`config.mk`:
```
export PLATFORM = sky130hd
export DESIGN_NAME = pid_position_velocity
export DESIGN_NICKNAME = d
export VERILOG_FILES = /design/src/sv/pidpv_pkg.sv /design/src/sv/pid_position_velocity.sv
export SDC_FILE = /design/constraint.sdc
export NUM_CORES = 2
export LEC_CHECK = 0
export ABC_AREA = 1
export BUFFER_PORTS_ARGS = -buffer_cell sky130_fd_sc_hd__buf_2
export CAP_MARGIN = 0
export CORE_ASPECT_RATIO = 2
export CORE_MARGIN = 5
export CORE_UTILIZATION = 50
export CTS_BUF_LIST = sky130_fd_sc_hd__clkbuf_4 sky130_fd_sc_hd__clkbuf_8
export DETAILED_ROUTE_END_ITERATION = 8
export PLACE_DENSITY = 0.66
export REMOVE_ABC_BUFFERS = 1
export SLEW_MARGIN = 20
export SYNTH_ARGS = -nofsm -noshare
export SYNTH_HDL_FRONTEND = slang
export SYNTH_SLANG_ARGS = --single-unit
```
`constraint.sdc`:
```
create_clock -name clk -period 14.4 [get_ports clk]
set_input_delay 1.44 -clock clk [delete_from_list [all_inputs] [get_ports clk]]
set_output_delay 1.44 -clock clk [all_outputs]
set_load 0.005 [all_outputs]
```
`src/sv/pidpv_pkg.sv`:
```
// Shared types and constants for the PID position/velocity controller.
// No dependencies; imported by pid_position_velocity.
package pidpv_pkg;

	localparam int GAIN_W     = 16;
	localparam int DRIVE_W    = 16;
	localparam int CFG_IDX_W  = 3;
	localparam int CFG_DATA_W = 32;
	localparam int STEP_W     = 4;

	localparam logic signed [31:0] S32_MAX    = 32'sh7FFF_FFFF;
	localparam logic signed [31:0] S32_MIN    = 32'sh8000_0000;
	localparam logic signed [31:0] ROUND_BIAS = 32'sd128;

	typedef enum logic [CFG_IDX_W-1:0] {
		REG_GAIN_P,
		REG_GAIN_I,
		REG_GAIN_D,
		REG_FILTER_ALPHA,
		REG_DEAD_ZONE,
		REG_INTEGRAL_LIMIT,
		REG_OUTPUT_LIMIT,
		REG_LOOP_MODE
	} cfg_reg_t;

	localparam logic [1:0] MODE_NONE = 2'd0;
	localparam logic [1:0] MODE_POS  = 2'd1;
	localparam logic [1:0] MODE_VEL  = 2'd2;

	localparam logic OP_COMPUTE = 1'b0;
	localparam logic OP_CLEAR   = 1'b1;

	localparam logic STATUS_OK      = 1'b0;
	localparam logic STATUS_NO_MODE = 1'b1;

	// saturate a wide signed value to 32 bits signed
	function automatic logic signed [31:0] sat32(input logic signed [63:0] v);
		logic signed [31:0] r;
		if (v > 64'(S32_MAX)) begin
			r = S32_MAX;
		end else if (v < 64'(S32_MIN)) begin
			r = S32_MIN;
		end else begin
			r = v[31:0];
		end
		return r;
	endfunction

endpackage

```
`src/sv/pid_position_velocity.sv`:
```
// PID controller, positional or incremental form, fixed point with bit-serial products.
// Depends on pidpv_pkg.
// Each product runs through one shift-add unit, one gain bit per cycle; the block takes
// one item at a time and accepts the next only once the last result is in the output register.
// arst_n clears state, filter and output; config resets to zero.
module pid_position_velocity #(
	parameter int SAMPLE_BITS = 16
) (
	input  logic                                      clk,
	input  logic                                      arst_n,
	// target [SAMPLE_BITS-1:0], measure [2*SAMPLE_BITS-1:SAMPLE_BITS], zero pad
	input  logic [((2*SAMPLE_BITS+7)/8)*8-1:0]        s_tdata,
	// operation
	input  logic                                      s_tuser,
	input  logic                                      s_tvalid,
	output logic                                      s_tready,
	// drive
	output logic [pidpv_pkg::DRIVE_W-1:0]             m_tdata,
	// status
	output logic                                      m_tuser,
	output logic                                      m_tvalid,
	input  logic                                      m_tready,
	input  logic                                      cfg_valid,
	output logic                                      cfg_ready,
	input  logic [pidpv_pkg::CFG_IDX_W-1:0]           cfg_index,
	input  logic [pidpv_pkg::CFG_DATA_W-1:0]          cfg_data
);
	import pidpv_pkg::*;

	localparam int SB    = SAMPLE_BITS;
	localparam int EW    = SB + 1;
	localparam int OW    = (SB + 3 > 32) ? SB + 3 : 32;
	localparam int ACC_W = (SB + 20 > 52) ? SB + 20 : 52;
	localparam int SUM_W = ACC_W - 8;
	localparam int CMP_W = (EW > 16) ? EW : 16;

	typedef enum logic [3:0] {
		ST_IDLE,
		ST_SETUP,
		ST_MUL_D,
		ST_D_DONE,
		ST_MUL_F,
		ST_F_DONE,
		ST_MUL_P,
		ST_MUL_I,
		ST_SUM,
		ST_OUT
	} state_t;

	state_t state_q;

	// configuration
	logic signed [GAIN_W-1:0] kp_q, ki_q, kd_q;
	logic [15:0]              alpha_q, dz_q;
	logic [30:0]              ilim_q;
	logic [14:0]              olim_q;
	logic [1:0]               mode_q;

	// item and controller state
	logic                     op_q;
	logic signed [SB-1:0]     tgt_q, meas_q;
	logic signed [EW-1:0]     err_prev_q, err_prev2_q;
	logic signed [31:0]       integ_q, fv_q;
	logic signed [DRIVE_W-1:0] held_q;
	logic                     status_q;

	// serial multiply unit
	logic signed [OW-1:0]     px_q, ix_q;
	logic signed [ACC_W-1:0]  acc_q, mcand_q;
	logic [GAIN_W-1:0]        mplier_q;
	logic                     msigned_q;
	logic [STEP_W-1:0]        cnt_q;

	logic                     m_tvalid_q, m_tuser_q;
	logic [DRIVE_W-1:0]       m_tdata_q;

	// combinational helpers
	logic                     none_c, below_dz_c, last_step_c;
	logic signed [EW-1:0]     err_c;
	logic [EW-1:0]            err_abs_c;
	logic signed [31:0]       ilim_s_c, integ_sat_c, integ_new_c;
	logic signed [OW-1:0]     diff1_c, diff2_c, px_c, ix_c, dx_c;
	logic signed [ACC_W-1:0]  addend_c, acc_step_c;
	logic signed [31:0]       d_sat_c, fv_new_c;
	logic signed [32:0]       fdiff_c;
	logic signed [SUM_W-1:0]  sum_c, out_c, lim_c;
	logic signed [DRIVE_W-1:0] held_new_c;

	assign s_tready  = (state_q == ST_IDLE);
	assign cfg_ready = 1'b1;
	assign m_tvalid  = m_tvalid_q;
	assign m_tdata   = m_tdata_q;
	assign m_tuser   = m_tuser_q;

	always_comb begin
		none_c     = (mode_q != MODE_POS) && (mode_q != MODE_VEL);
		err_c      = EW'(tgt_q) - EW'(meas_q);
		// magnitude of the most negative error wraps to the right unsigned value
		err_abs_c  = err_c[EW-1] ? EW'(-err_c) : EW'(err_c);
		below_dz_c = CMP_W'(err_abs_c) < CMP_W'(dz_q);

		ilim_s_c    = $signed({1'b0, ilim_q});
		integ_sat_c = sat32(64'(integ_q) + 64'(err_c));
		if (ki_q == '0) begin
			integ_new_c = '0;
		end else if (integ_sat_c > ilim_s_c) begin
			integ_new_c = ilim_s_c;
		end else if (integ_sat_c < -ilim_s_c) begin
			integ_new_c = -ilim_s_c;
		end else begin
			integ_new_c = integ_sat_c;
		end

		diff1_c = OW'(err_c) - OW'(err_prev_q);
		diff2_c = OW'(err_c) - (OW'(err_prev_q) <<< 1) + OW'(err_prev2_q);
		if (mode_q == MODE_POS) begin
			px_c = OW'(err_c);
			ix_c = OW'(integ_new_c);
			dx_c = diff1_c;
		end else begin
			px_c = diff1_c;
			ix_c = OW'(err_c);
			dx_c = diff2_c;
		end

		// shift-add step; the top gain bit weighs negative for signed gains
		last_step_c = (cnt_q == {STEP_W{1'b1}});
		addend_c    = (msigned_q && last_step_c) ? -mcand_q : mcand_q;
		acc_step_c  = mplier_q[0] ? acc_q + addend_c : acc_q;

		d_sat_c  = sat32(64'(acc_q));
		fdiff_c  = 33'(d_sat_c) - 33'(fv_q);
		fv_new_c = sat32(64'(fv_q) + 64'(acc_q >>> 16));

		sum_c = SUM_W'(acc_q >>> 8);
		out_c = (mode_q == MODE_POS) ? sum_c : SUM_W'(held_q) + sum_c;
		lim_c = SUM_W'($signed({1'b0, olim_q}));
		if (out_c > lim_c) begin
			held_new_c = DRIVE_W'(lim_c);
		end else if (out_c < -lim_c) begin
			held_new_c = DRIVE_W'(-lim_c);
		end else begin
			held_new_c = DRIVE_W'(out_c);
		end
	end

	always_ff @(posedge clk or negedge arst_n) begin
		if (!arst_n) begin
			kp_q    <= '0;
			ki_q    <= '0;
			kd_q    <= '0;
			alpha_q <= '0;
			dz_q    <= '0;
			ilim_q  <= '0;
			olim_q  <= '0;
			mode_q  <= MODE_NONE;
		end else if (cfg_valid) begin
			case (cfg_reg_t'(cfg_index))
				REG_GAIN_P:         kp_q    <= cfg_data[GAIN_W-1:0];
				REG_GAIN_I:         ki_q    <= cfg_data[GAIN_W-1:0];
				REG_GAIN_D:         kd_q    <= cfg_data[GAIN_W-1:0];
				REG_FILTER_ALPHA:   alpha_q <= cfg_data[15:0];
				REG_DEAD_ZONE:      dz_q    <= cfg_data[15:0];
				REG_INTEGRAL_LIMIT: ilim_q  <= cfg_data[30:0];
				REG_OUTPUT_LIMIT:   olim_q  <= cfg_data[14:0];
				REG_LOOP_MODE:      mode_q  <= cfg_data[1:0];
				default: ;
			endcase
		end
	end

	always_ff @(posedge clk or negedge arst_n) begin
		if (!arst_n) begin
			state_q     <= ST_IDLE;
			op_q        <= OP_COMPUTE;
			tgt_q       <= '0;
			meas_q      <= '0;
			err_prev_q  <= '0;
			err_prev2_q <= '0;
			integ_q     <= '0;
			fv_q        <= '0;
			held_q      <= '0;
			status_q    <= STATUS_OK;
			px_q        <= '0;
			ix_q        <= '0;
			acc_q       <= '0;
			mcand_q     <= '0;
			mplier_q    <= '0;
			msigned_q   <= 1'b0;
			cnt_q       <= '0;
			m_tvalid_q  <= 1'b0;
			m_tdata_q   <= '0;
			m_tuser_q   <= STATUS_OK;
		end else begin
			if (m_tready && state_q != ST_OUT) begin
				m_tvalid_q <= 1'b0;
			end
			case (state_q)
				ST_IDLE: begin
					if (s_tvalid) begin
						op_q    <= s_tuser;
						tgt_q   <= s_tdata[SB-1:0];
						meas_q  <= s_tdata[2*SB-1:SB];
						state_q <= ST_SETUP;
					end
				end
				ST_SETUP: begin
					if (op_q == OP_CLEAR || none_c) begin
						err_prev_q  <= '0;
						err_prev2_q <= '0;
						integ_q     <= '0;
						held_q      <= '0;
						status_q    <= none_c ? STATUS_NO_MODE : STATUS_OK;
						state_q     <= ST_OUT;
					end else begin
						err_prev2_q <= err_prev_q;
						err_prev_q  <= err_c;
						status_q    <= STATUS_OK;
						if (below_dz_c) begin
							state_q <= ST_OUT;
						end else begin
							if (mode_q == MODE_POS) begin
								integ_q <= integ_new_c;
							end
							px_q      <= px_c;
							ix_q      <= ix_c;
							acc_q     <= '0;
							mcand_q   <= ACC_W'(dx_c);
							mplier_q  <= kd_q;
							msigned_q <= 1'b1;
							cnt_q     <= '0;
							state_q   <= ST_MUL_D;
						end
					end
				end
				ST_MUL_D, ST_MUL_F, ST_MUL_P, ST_MUL_I: begin
					acc_q <= acc_step_c;
					cnt_q <= cnt_q + 1'b1;
					if (last_step_c && state_q == ST_MUL_P) begin
						// I product accumulates on top of P
						mcand_q   <= ACC_W'(ix_q);
						mplier_q  <= ki_q;
						msigned_q <= 1'b1;
						state_q   <= ST_MUL_I;
					end else begin
						mcand_q  <= mcand_q <<< 1;
						mplier_q <= mplier_q >> 1;
						if (last_step_c) begin
							case (state_q)
								ST_MUL_D: state_q <= ST_D_DONE;
								ST_MUL_F: state_q <= ST_F_DONE;
								default:  state_q <= ST_SUM;
							endcase
						end
					end
				end
				ST_D_DONE: begin
					if (alpha_q != '0) begin
						acc_q     <= '0;
						mcand_q   <= ACC_W'(fdiff_c);
						mplier_q  <= alpha_q;
						msigned_q <= 1'b0;
						state_q   <= ST_MUL_F;
					end else begin
						acc_q     <= ACC_W'(d_sat_c) + ACC_W'(ROUND_BIAS);
						mcand_q   <= ACC_W'(px_q);
						mplier_q  <= kp_q;
						msigned_q <= 1'b1;
						state_q   <= ST_MUL_P;
					end
				end
				ST_F_DONE: begin
					fv_q      <= fv_new_c;
					acc_q     <= ACC_W'(fv_new_c) + ACC_W'(ROUND_BIAS);
					mcand_q   <= ACC_W'(px_q);
					mplier_q  <= kp_q;
					msigned_q <= 1'b1;
					state_q   <= ST_MUL_P;
				end
				ST_SUM: begin
					held_q  <= held_new_c;
					state_q <= ST_OUT;
				end
				ST_OUT: begin
					if (!m_tvalid_q || m_tready) begin
						m_tvalid_q <= 1'b1;
						m_tdata_q  <= held_q;
						m_tuser_q  <= status_q;
						state_q    <= ST_IDLE;
					end
				end
				default: state_q <= ST_IDLE;
			endcase
		end
	end

	// an unconfigured result always carries a zero drive
	a_no_mode_zero: assert property (@(posedge clk) disable iff (!arst_n)
		(m_tvalid && m_tuser == STATUS_NO_MODE) |-> (m_tdata == '0))
		else $error("unconfigured result with nonzero drive");

	// step counter runs only inside the multiply states
	a_cnt_idle: assert property (@(posedge clk) disable iff (!arst_n)
		(state_q != ST_MUL_D && state_q != ST_MUL_F &&
		 state_q != ST_MUL_P && state_q != ST_MUL_I) |-> (cnt_q == '0))
		else $error("step counter out of sync with multiply states");

	// a clear item wipes history and integral once the setup state has been passed
	a_clear_wipes: assert property (@(posedge clk) disable iff (!arst_n)
		(s_tvalid && s_tready && s_tuser == OP_CLEAR) |=> ##1
		(err_prev_q == '0 && err_prev2_q == '0 && integ_q == '0 && held_q == '0))
		else $error("clear item left controller state");

	// a new result only appears when leaving the output state
	a_result_src: assert property (@(posedge clk) disable iff (!arst_n)
		$rose(m_tvalid_q) |-> $past(state_q == ST_OUT))
		else $error("result raised outside output state");

endmodule

```
==> results by group <==
Run status
  – Status: completed

Logic synthesis
  – Post-synthesis cell type count: 79
  – Cells after Synth: 6,541
  – Post-synth EDFFs: 0
  – Main synth FF type: dfrtp_1
  – FF+latch count, synth: 473
  – Mux contribution to synthesized area: 0.789%
  – Cell area after synthesis: 44,200 um2
  – Synth Area in XOR/XNOR: 4.41%
  – Largest family of logic cells by synthesized area: simple AND/OR/NAND/NOR gates
  – Post-synth top area share: 26.8%
  – Commonest cells post-synth: nand2_1 (1,584), inv_1 (786), nor2_1 (578)
  – Dominant cell by count in the synthesized netlist: nand2_1
  – Simple-gate share of the synthesized area: 27.8%
  – Synth Area in Compound Gates: 19.3%
  – Post-synthesis sequential area ratio: 26.8%
  – Synth Area in Adders: 12.1%
  – Synth warn: 0
  – Post-synthesis async set-or-reset flop share: 100%
  – Largest cells by area after synthesis: dfrtp_1 (27%), nand2_1 (13%), ha_1 (11%)
  – Post-synth top area cell: dfrtp_1
  – Syn avg cell area: 6.76 um2

Min path
  – Worst Hold Path EP: kd_q[0]
  – Hold Path Cell Cnt: 2
  – HP Class: reg -> reg
  – Hold Path Origin: kd_q[0]

Placement
  – Gpl congestion: 1.02
  – Count of buffers from port buffering: 90
  – Post-DP HPWL: 136,000 um

Critical path
  – Worst path most repeated cell: nand2_1
  – Critical R2R Launch: meas_q[0]
  – Critical path peak fanout: 30
  – Largest stage delay, worst path: 0.77 ns
  – Worst Setup End Kind: register
  – Reg2Reg Depth: 46
  – CP Launch Point: meas_q[0]
  – R2R Setup Slk: 4.30 ns
  – CP startpoint kind: register
  – Worst endpoint required time: 15.05 ns
  – Slowest CP cell: nand3_1
  – R2R Path End: integ_q[22]
  – WS Path Type: reg -> reg
  – Worst EP arrival: 10.75 ns

Floorplanning
  – Core Area: 88,100 um2
  – Rows: 154
  – Die Ht: 431 um
  – Die area: 94,900 um2
  – Starting Density: 50.2%
  – Die Wd: 220 um
  – Top Ports: 93

Routing
  – First-pass DRT Iterations: 7
  – Final WL: 167,000 um
  – WL per Instance: 21.4 um
  – Vias per inst: 5.75
  – DRT antenna net count: 0
  – DRT iter0 DRCs: 3,007
  – DRC Markers: 0
  – Vias: 45,000

Global routing
  – Total track usage: 34.9%
  – Largest net degree at the start of global routing: 136
  – Gr ovfl total: 0
  – Vias in the first global route: 45,400
  – Initial antenna violation count: 2
  – Global-route wire length before repair: 255,000 um

STA
  – Slew Limit Headroom: 14.6%
  – Clock skew: 0.0610 ns
  – Final worst path period need: 10.10 ns
  – Final number of setup-violating endpoints: 0
  – Post-Route Setup TNS: 0 ns
  – Unrepaired setup endpoints after global routing: false
  – Fmax: 99.0 MHz
  – Max-slew violations: 0
  – Fin crit share: 70.1%
  – Final hold violation count: 0
  – Slew @ Worst Pin: 1.27 ns

Clock tree
  – Maximum root-to-sink buffer count: 3
  – CTS tree: yes
  – CTS buffer count: 76
  – Setup bufs post-CTS: 0
  – Clock insertion delay at the later pin of the skew report: 0.79 ns
  – Clock Sinks: 473
  – Post-cts repair resize count: 0
  – Hold_buf cts: 0
  – CTS Root Cell: clkbuf_8
  – Clock transition at path regs: 0.07 ns
  – CTS H-tree lvls: 3

Final layout
  – Register area: 11,800 um2
  – Fillers: 9,048
  – Multi-input gate area: 28,500 um2
  – Share of cells above drive strength 1: 7.68%
  – Synth-to-layout area growth: 7.91%
  – Final #Nets: 7,084

Flow run
  – Max-Cap Viols: 0
metal layers:
layer  GRT usage [%]  part of all wire, %  routed length [um]  vias to the layer above
li1                -                    -                   -                    22000
met1            32.5                   32               54400                    20900
met2            62.7                   51               84800                     1416
met3            5.15                  4.2                7080                      715
met4            34.4                   13               21200                        0
met5               0                    0                   0                        -
worst max-delay path by stage:
stage,to,slack [ns],depth (start not counted)
after global placement,integ_q[30],4.47,48
after detailed placement,integ_q[20],4.37,47
after floorplan,ix_q[3],6.16,40
final,integ_q[22],4.30,46
after CTS,integ_q[17],4.33,47
after global routing,integ_q[17],3.67,46
final cells by class:
type                       count  area share [%]
tap                         1170            3.07
timing repair buffer         174            2.31
sequential                   473            24.8
clock inverter                28           0.668
antenna                        2          0.0105
multi-input combinational   5065            59.8
inverter                     806            6.34
clock buffer                 111            3.00
critical path, delay by kind of cell, from the launching register on:
family / cells / cell delay, ns
compound gates: 14 / 3.00
fa+ha+maj: 4 / 1.39
buf+inv: 8 / 1.65
flops: 1 / 0.38
simple gates: 20 / 3.54
metrics by stage:
step | cell area [um2] | setup WS (ns) | hold slack (ns) | util (%) | instances
floorplan | 43300 | 6.16 | 0.444 | - | 6344
global placement | 46000 | 4.47 | 0.462 | 52.2 | 7688
detailed placement | 46000 | 4.37 | 0.468 | 52.2 | 7688
CTS | 47700 | 4.33 | 0.486 | 54.2 | 7827
global route | 47700 | 3.67 | 0.501 | 54.2 | 7828
finish | 47700 | 4.30 | 0.483 | 54.2 | 7829
cell usage in the layout, fill, tap and decap left out, types with 13 or more instances in the layout:
master / count
nand4_1: 96
inv_1: 784
a221oi_1: 27
o211ai_1: 45
nand2_2: 43
o22ai_1: 28
nor4_1: 26
o21ai_1: 56
nor2_1: 576
a21oi_1: 555
or2_2: 32
clkbuf_4: 15
ha_1: 390
a21o_1: 19
a31oi_1: 60
a21boi_0: 13
o221ai_1: 17
xor2_1: 164
nand3_2: 27
a22oi_1: 18
buf_2: 89
clkbuf_8: 96
fa_1: 24
mux2_2: 31
dfrtp_1: 473
xnor2_1: 48
buf_4: 83
o21bai_1: 33
nand2_1: 1580
o21a_1: 18
nand3_1: 344
o21ai_0: 561
nor3_1: 90
a211oi_1: 24
cell families after synthesis:
family | count (synthesis)
mux | 31
simple gates | 2876
compound gates | 1525
xor+xnor | 217
flops | 473
buf+inv | 1003
other cells | 1
fa+ha+maj | 415
sequential cells by signal, summed over array words and instances (netlist names), 2 cells and up:
signal,count
acc_q,52
alpha_q,16
cnt_q,4
dz_q,16
err_prev2_q,17
err_prev_q,17
fv_q,32
held_q,16
ilim_q,31
integ_q,32
ix_q,32
kd_q,16
ki_q,16
kp_q,16
m_tdata,16
mcand_q,52
meas_q,16
mode_q,2
mplier_q,16
olim_q,15
px_q,18
state_q,4
tgt_q,16
Power is not shown: default switching activity piles up to over one toggle a cycle in this logic, so the estimate is an artifact.
